`config.mk`:
```
export PLATFORM = sky130hd
export DESIGN_NAME = sha1_message_digest
export DESIGN_NICKNAME = d
export VERILOG_FILES = /design/src/sha1_pkg.sv /design/src/sha1_core.sv /design/src/sha1_message_digest.sv
export SDC_FILE = /design/constraint.sdc
export NUM_CORES = 2
export LEC_CHECK = 0
export BUFFER_PORTS_ARGS = -buffer_cell sky130_fd_sc_hd__buf_2
export CAP_MARGIN = 20
export CORE_ASPECT_RATIO = 1.75
export CORE_MARGIN = 2
export CORE_UTILIZATION = 30
export DETAILED_ROUTE_END_ITERATION = 10
export HOLD_SLACK_MARGIN = 0.06
export PLACE_DENSITY = 0.55
export REMOVE_ABC_BUFFERS = 1
export SLEW_MARGIN = 25
export SYNTH_ARGS = -nofsm -noshare
export SYNTH_HDL_FRONTEND = slang
export SYNTH_HIERARCHICAL = 1
export SYNTH_SLANG_ARGS = --single-unit
```
`constraint.sdc`:
```
create_clock -name clk -period 16.1 [get_ports clk]
set_input_delay 0.805 -clock clk [delete_from_list [all_inputs] [get_ports clk]]
set_output_delay 0.805 -clock clk [all_outputs]
set_load 0.05 [all_outputs]
```
`src/sha1_pkg.sv`:
```
// Package for the SHA-1 digest block: payload types, constants and round helpers.
// Used by every module in src; depends on nothing else.
package sha1_pkg;

    typedef struct packed {
        logic [31:0] data_word;
        logic [2:0]  byte_count;
        logic        last_item;
    } sha1_in_t;

    typedef struct packed {
        logic [31:0] digest_word;
        logic [2:0]  word_index;
        logic        digest_done;
    } sha1_out_t;

    // Control from the sequencer to the round unit.
    typedef struct packed {
        logic       start;
        logic       step;
        logic [6:0] round;
        logic       finish;
    } sha1_core_ctl_t;

    localparam logic [31:0] IV0 = 32'h67452301;
    localparam logic [31:0] IV1 = 32'hefcdab89;
    localparam logic [31:0] IV2 = 32'h98badcfe;
    localparam logic [31:0] IV3 = 32'h10325476;
    localparam logic [31:0] IV4 = 32'hc3d2e1f0;

    localparam logic [6:0] LAST_ROUND = 7'd79;

    // Round constant for a given round number.
    function automatic logic [31:0] round_k(input logic [6:0] r);
        logic [31:0] k;
        if (r < 7'd20)      k = 32'h5a827999;
        else if (r < 7'd40) k = 32'h6ed9eba1;
        else if (r < 7'd60) k = 32'h8f1bbcdc;
        else                k = 32'hca62c1d6;
        return k;
    endfunction

    // Round function for a given round number.
    function automatic logic [31:0] round_f(input logic [6:0] r, input logic [31:0] b,
                                            input logic [31:0] c, input logic [31:0] d);
        logic [31:0] f;
        if (r < 7'd20)      f = (b & c) | (~b & d);
        else if (r < 7'd40) f = b ^ c ^ d;
        else if (r < 7'd60) f = (b & c) | (b & d) | (c & d);
        else                f = b ^ c ^ d;
        return f;
    endfunction

endpackage

```
`src/sha1_core.sv`:
```
// SHA-1 compression unit, one round per cycle while ctl.step is high, with a 16-word rolling schedule.
// Depends on sha1_pkg. The block words are loaded in parallel at start.
module sha1_core (
    input  logic                    clk,
    input  logic                    rst_n,
    input  sha1_pkg::sha1_core_ctl_t ctl,
    input  logic [511:0]            block,
    output logic [159:0]            chain
);
    import sha1_pkg::*;

    logic [31:0] w_reg [16];
    logic [31:0] a_reg, b_reg, c_reg, d_reg, e_reg;
    logic [31:0] h_reg [5];
    logic [31:0] w_new, t_next;

    // Next schedule word and round sum from the current window.
    assign w_new  = {w_reg[13] ^ w_reg[8] ^ w_reg[2] ^ w_reg[0]} << 1
                  | (w_reg[13] ^ w_reg[8] ^ w_reg[2] ^ w_reg[0]) >> 31;
    assign t_next = {a_reg[26:0], a_reg[31:27]} + round_f(ctl.round, b_reg, c_reg, d_reg)
                  + e_reg + w_reg[0] + round_k(ctl.round);

    // Working registers and schedule window.
    always_ff @(posedge clk)
    begin
        if (ctl.start)
        begin
            for (int i = 0; i < 16; i++)
                w_reg[i] <= block[511 - 32*i -: 32];
            a_reg <= h_reg[0];
            b_reg <= h_reg[1];
            c_reg <= h_reg[2];
            d_reg <= h_reg[3];
            e_reg <= h_reg[4];
        end
        else if (ctl.step)
        begin
            for (int i = 0; i < 15; i++)
                w_reg[i] <= w_reg[i+1];
            w_reg[15] <= w_new;
            a_reg <= t_next;
            b_reg <= a_reg;
            c_reg <= {b_reg[1:0], b_reg[31:2]};
            d_reg <= c_reg;
            e_reg <= d_reg;
        end
    end

    // Chaining words: updated after round 79, back to the initial vector after output.
    always_ff @(posedge clk or negedge rst_n)
    begin
        if (!rst_n)
        begin
            h_reg[0] <= IV0; h_reg[1] <= IV1; h_reg[2] <= IV2;
            h_reg[3] <= IV3; h_reg[4] <= IV4;
        end
        else if (ctl.finish)
        begin
            h_reg[0] <= IV0; h_reg[1] <= IV1; h_reg[2] <= IV2;
            h_reg[3] <= IV3; h_reg[4] <= IV4;
        end
        else if (ctl.step && ctl.round == LAST_ROUND)
        begin
            h_reg[0] <= h_reg[0] + t_next;
            h_reg[1] <= h_reg[1] + a_reg;
            h_reg[2] <= h_reg[2] + {b_reg[1:0], b_reg[31:2]};
            h_reg[3] <= h_reg[3] + c_reg;
            h_reg[4] <= h_reg[4] + d_reg;
        end
    end

    assign chain = {h_reg[0], h_reg[1], h_reg[2], h_reg[3], h_reg[4]};

endmodule

```
`src/sha1_message_digest.sv`:
```
// SHA-1 digest block. An accepted word is unpacked one byte per cycle, except while
// a full block is compressed, into the 16-word block store; the input stays busy
// until all its valid bytes (at most four) are stored. Each time the 64th byte lands,
// the block is loaded into the round unit and compressed (a load state, then 80
// rounds through a single shared round adder), and no new word is taken meanwhile.
// A last item then pads at one byte per cycle up to the end of the
// block, runs one or two such compressions (a second one when the 0x80 marker lands
// at byte 56 or later), and delivers the digest as five output transfers, word 0
// first; the receiver may stall each of them. No input is taken until the fifth
// digest word has been transferred.
module sha1_message_digest (
    input  logic                 clk,
    input  logic                 rst_n,
    input  logic                 in_valid,
    output logic                 in_ready,
    input  sha1_pkg::sha1_in_t   in_data,
    output logic                 out_valid,
    input  logic                 out_ready,
    output sha1_pkg::sha1_out_t  out_data
);
    import sha1_pkg::*;

    localparam logic [2:0] S_IDLE = 3'd0;
    localparam logic [2:0] S_PACK = 3'd1;
    localparam logic [2:0] S_PAD  = 3'd2;
    localparam logic [2:0] S_RUN  = 3'd3;
    localparam logic [2:0] S_OUT  = 3'd4;
    localparam logic [2:0] S_LOAD = 3'd5;

    logic [2:0]   state_reg;
    logic [15:0][3:0][7:0] blk_reg;
    logic [5:0]   fill_reg;
    logic [60:0]  len_reg;
    logic [31:0]  word_reg;
    logic [2:0]   left_reg;
    logic         last_reg;
    logic         padded_reg;
    logic         final_reg;
    logic [6:0]   round_reg;
    logic [2:0]   oidx_reg;
    logic [511:0] block;
    logic [159:0] chain;
    logic [2:0]   cnt;
    logic [7:0]   pbyte;
    logic [63:0]  bit_len;
    logic [7:0]   len_byte;
    logic         wr_en;
    logic [7:0]   wr_byte;
    sha1_core_ctl_t ctl;

    assign cnt = (in_data.byte_count > 3'd4) ? 3'd4 : in_data.byte_count;

    // Big-endian bit length; byte 56 of the final block carries its top byte.
    assign bit_len  = {len_reg, 3'b000};
    assign len_byte = 8'(bit_len >> {~fill_reg[2:0], 3'b000});

    // Byte to place in the padding phase.
    always_comb
    begin
        if (!padded_reg)
            pbyte = 8'h80;
        else if (final_reg && fill_reg >= 6'd56)
            pbyte = len_byte;
        else
            pbyte = 8'h00;
    end

    // Byte written into the block store this cycle.
    assign wr_en   = (state_reg == S_PACK && left_reg != 3'd0) || state_reg == S_PAD;
    assign wr_byte = (state_reg == S_PAD) ? pbyte : word_reg[31:24];

    // Block store: byte 0 of the block sits in the top byte of word 0.
    always_ff @(posedge clk)
    begin
        if (wr_en)
            blk_reg[~fill_reg[5:2]][~fill_reg[1:0]] <= wr_byte;
    end

    assign block = blk_reg;

    assign in_ready   = (state_reg == S_IDLE);
    assign out_valid  = (state_reg == S_OUT);
    assign out_data.digest_word = chain[159 - 32*oidx_reg -: 32];
    assign out_data.word_index  = oidx_reg;
    assign out_data.digest_done = (oidx_reg == 3'd4);

    assign ctl.start  = (state_reg == S_LOAD);
    assign ctl.step   = (state_reg == S_RUN);
    assign ctl.round  = round_reg;
    assign ctl.finish = out_valid && out_ready && oidx_reg == 3'd4;

    // Sequencer: pack bytes one per cycle between compressions, pad, run rounds, deliver digest.
    always_ff @(posedge clk or negedge rst_n)
    begin
        if (!rst_n)
        begin
            state_reg  <= S_IDLE;
            fill_reg   <= '0;
            len_reg    <= '0;
            word_reg   <= '0;
            left_reg   <= '0;
            last_reg   <= 1'b0;
            round_reg  <= '0;
            oidx_reg   <= '0;
            padded_reg <= 1'b0;
            final_reg  <= 1'b0;
        end
        else
        begin
            unique case (state_reg)
                S_IDLE:
                begin
                    if (in_valid)
                    begin
                        word_reg  <= in_data.data_word;
                        left_reg  <= cnt;
                        last_reg  <= in_data.last_item;
                        len_reg   <= len_reg + 61'(cnt);
                        state_reg <= S_PACK;
                    end
                end
                S_PACK:
                begin
                    if (left_reg == 3'd0)
                    begin
                        padded_reg <= 1'b0;
                        state_reg  <= last_reg ? S_PAD : S_IDLE;
                    end
                    else
                    begin
                        word_reg <= {word_reg[23:0], 8'h00};
                        left_reg <= left_reg - 3'd1;
                        fill_reg <= fill_reg + 6'd1;
                        if (fill_reg == 6'd63)
                            state_reg <= S_LOAD;
                    end
                end
                S_PAD:
                begin
                    // The length fits in this block only if the marker lands before byte 56.
                    if (!padded_reg)
                        final_reg <= (fill_reg < 6'd56);
                    padded_reg <= 1'b1;
                    fill_reg   <= fill_reg + 6'd1;
                    if (fill_reg == 6'd63)
                        state_reg <= S_LOAD;
                end
                S_LOAD:
                begin
                    round_reg <= '0;
                    state_reg <= S_RUN;
                end
                S_RUN:
                begin
                    round_reg <= round_reg + 7'd1;
                    if (round_reg == LAST_ROUND)
                    begin
                        if (!padded_reg)
                            state_reg <= S_PACK;
                        else if (final_reg)
                            state_reg <= S_OUT;
                        else
                        begin
                            final_reg <= 1'b1;
                            state_reg <= S_PAD;
                        end
                    end
                end
                S_OUT:
                begin
                    if (out_ready)
                    begin
                        if (oidx_reg == 3'd4)
                        begin
                            oidx_reg   <= '0;
                            fill_reg   <= '0;
                            len_reg    <= '0;
                            final_reg  <= 1'b0;
                            padded_reg <= 1'b0;
                            state_reg  <= S_IDLE;
                        end
                        else
                            oidx_reg <= oidx_reg + 3'd1;
                    end
                end
                default: state_reg <= S_IDLE;
            endcase
        end
    end

    sha1_core u_core (
        .clk   (clk),
        .rst_n (rst_n),
        .ctl   (ctl),
        .block (block),
        .chain (chain)
    );

    // Digest words leave in order; no input during digest or rounds; rounds stop after 79.
    a_out_order: assert property (@(posedge clk) disable iff (!rst_n)
        out_valid && out_ready && oidx_reg != 3'd4 |=> oidx_reg == $past(oidx_reg) + 3'd1)
        else $error("digest index skipped");
    a_no_in_busy: assert property (@(posedge clk) disable iff (!rst_n)
        in_ready |-> !out_valid && !ctl.step)
        else $error("input taken while busy");
    a_run_len: assert property (@(posedge clk) disable iff (!rst_n)
        ctl.step && round_reg == LAST_ROUND |=> state_reg != S_RUN)
        else $error("round count overran");

endmodule
```
==> metrics <==
area leader, netlist=edfxtp_1; count of pins on the block boundary=78; critical path fanouts, max=25; proportion of layout cells with a drive suffix above 1=20.9%; CTS sink count=1462; first-pass GRT wire length=between 200000 and 300000 µm; overall overflow remaining after global route=0; data required time at the worst endpoint=16.77 ns; setup repair after global routing missed its margin=no; routed wirelength normalized by instance count=23.3 µm; post-detail-place hpwl=140000 µm; clock insertion delay at the later pin of the skew report=between 0.8 and 0.9 ns; data arrival at the endpoint of the critical path=10.82 ns; crit end category=flop; register bit count reported by yosys=1462; final critical delay including setup and external delays=10.15 ns; CP Launch Type=flop; global routing usage summed across all routing layers=approximately 16%; pin slew with the least headroom to its limit=1.14 ns; largest buffer count on any clock path=4; # setup viols final=0; Yosys top cell area share=49.6%; Worst path max stage delay=0.80 ns; initial core utilization=30.1%; met3 routing resource usage after global routing=1.81%; floorplan die area=243000 µm²; number of global-route vias before repair=45645; Worst Setup Path Type=reg -> reg; library cells used by synthesis=99; Routed Wire Length=201000 µm; met2 Track Usage GR=30.6%; capture point of the worst path=u_core/chain[159]; total number of yosys warnings=6; largest net degree at the start of global routing=between 150 and 200; clock tree from TritonCTS=built; post-cts sizing count=0; fraction of registers with async set or reset after synthesis=19.0%; setup slack, reg-to-reg=~6 ns; Final Hold Violating Endpoints=0; cell row count=between 200 and 250; detailed router's first-iteration violation count=2984; average vias per placed instance=5.04; number of buffers created by CTS=154; layer with the highest usage=met2; Avg Synthesized Cell Area=13.4 µm²; leading register cell type out of synthesis=edfxtp_1; DRC violation count after routing=0; number of fill cells in the layout=23110; met1 layer usage reported by global route=17.6%; number of stages on the worst setup path=33; worst clock skew=between 0.05 and 0.06 ns; via count of the routed design=about 44000; Die H=between 600 and 700 µm; root buffer cell=clkbuf_16; sequential fraction of the synthesis area=59.4%; signed area change from the synthesized netlist to the final layout=12.5%; share of the clock period used by the worst path=63.0%; critical path startpoint=round_reg[5]; Cells after Synth=about 5300; Buf/Inv on CP=5; final antenna-violating net count=0; Nets=just under 6000; most frequent cells in the layout=edfxtp_1, mux2_2, nand2_1; number of buffers inserted by post-CTS setup repair=0; length in cells of the worst reg-to-reg path=33; origin of the critical flop-to-flop path=round_reg[5]; post-synthesis cell area=71700 µm²; most common cell after layout, fill and taps aside=edfxtp_1; die outline width=374 µm; buffers added on ports=77; run status=complete, no violations; number of max-cap violations=0; Worst Hold Class=in -> reg; clock-pin transition on the worst setup and hold timing paths=0.07 ns; number of optimization iterations in the first detailed-route pass=5; Top delay family on crit path=compound AO/OA/AOI/OAI gates; timing-limited maximum frequency=98.5 MHz; slowest CP cell=a2111oi_1; sum of negative setup slack=0 ns; routability congestion estimate=0.951; final max-slew violation count=0; number of antenna violations at the first check in global routing=2; core area=238000 µm²; end of the worst register-to-register path=u_core/chain[159]; maximum level of the CTS H-tree=4; synth top area cells=edfxtp_1, mux2_2, dfrtp_1; Worst slew margin=24.3%; EDFF count, synth=~1200
==> repair_timing <==
action	in CTS	in global routing
hold buffers	1	0
setup endpoints to repair	0	0
hold endpoints to repair	8	0
==> logic make-up (layout without fill, tap and decap cells) <==
family	after synthesis	after routing	synth area share [%]
other cells	0	2	0
buf+inv	494	679	2.64
mux	720	720	11.9
compound gates	964	964	8.60
xor+xnor	263	263	3.21
fa+ha+maj	334	334	7.14
simple gates	1100	1100	7.12
flops	1462	1462	59.4
==> through the flow <==
stage / setup slack, ns / std cells / hold slack (ns) / cell area [µm²] / utilization [%]
after floorplan: -0.928 / 5119 / 0.438 / 70900 / -
after global placement: 5.91 / 8362 / 0.450 / 75800 / 31.8
after detailed placement: 6.05 / 8362 / 0.464 / 75900 / 31.9
after CTS: 6.07 / 8626 / 0.158 / 80600 / 33.9
after global routing: 5.62 / 8630 / 0.196 / 80700 / 33.9
final: 5.95 / 8631 / 0.222 / 80700 / 33.9
==> layer usage <==
metal  routed length (µm)  up-vias
met3                 6080      380
met5                    0        -
li1                     -    19929
met1                75100    22253
met2               108000      959
met4                12100        0
==> cell type report <==
class                           count  area, µm²  share of cell area, %
Timing Repair Buffer              140        963                   1.19
Inverter                          276       1050                   1.30
Clock inverter                     64        676                  0.837
Tap cell                         3107       3890                   4.82
Sequential cell                  1462      42600                   52.8
Antenna cell                        2       5.00                0.00620
Multi-Input combinational cell   3381      27400                   34.0
Clock buffer                      199       4080                   5.05
==> tightest hold or removal path, delay by kind of cell <==
kind / cells / cell delay (ns)
buf+inv: 1 / 0.07
simple gates: 2 / 0.11
==> cell usage after synthesis, drive strengths merged, types with 45 or more instances <==
cell type	n
mux4	45
xor2	70
fa	126
o211ai	56
edfxtp	1184
clkbuf	184
mux2	610
nand3	91
mux2i	65
a21oi	267
dfrtp	198
dfstp	80
xnor2	193
ha	208
nor2	284
o21ai	251
nand2	416
inv	274
nand4	45
nor3	59
a21o	85
==> worst min path at each step <==
stage                        endpoint  slack (ns)  cells past startpoint        start
final                     word_reg[6]        0.22                      3  in_data[10]
after detailed placement  word_reg[1]        0.46                      2  word_reg[1]
after CTS                 word_reg[6]        0.16                      3  in_data[10]
after global placement    word_reg[6]        0.45                      2  word_reg[6]
after global routing      word_reg[6]        0.20                      3  in_data[10]
after floorplan           word_reg[0]        0.44                      2  word_reg[0]
Power is not shown: default switching activity piles up to over one toggle a cycle in this logic, so the estimate is an artifact.
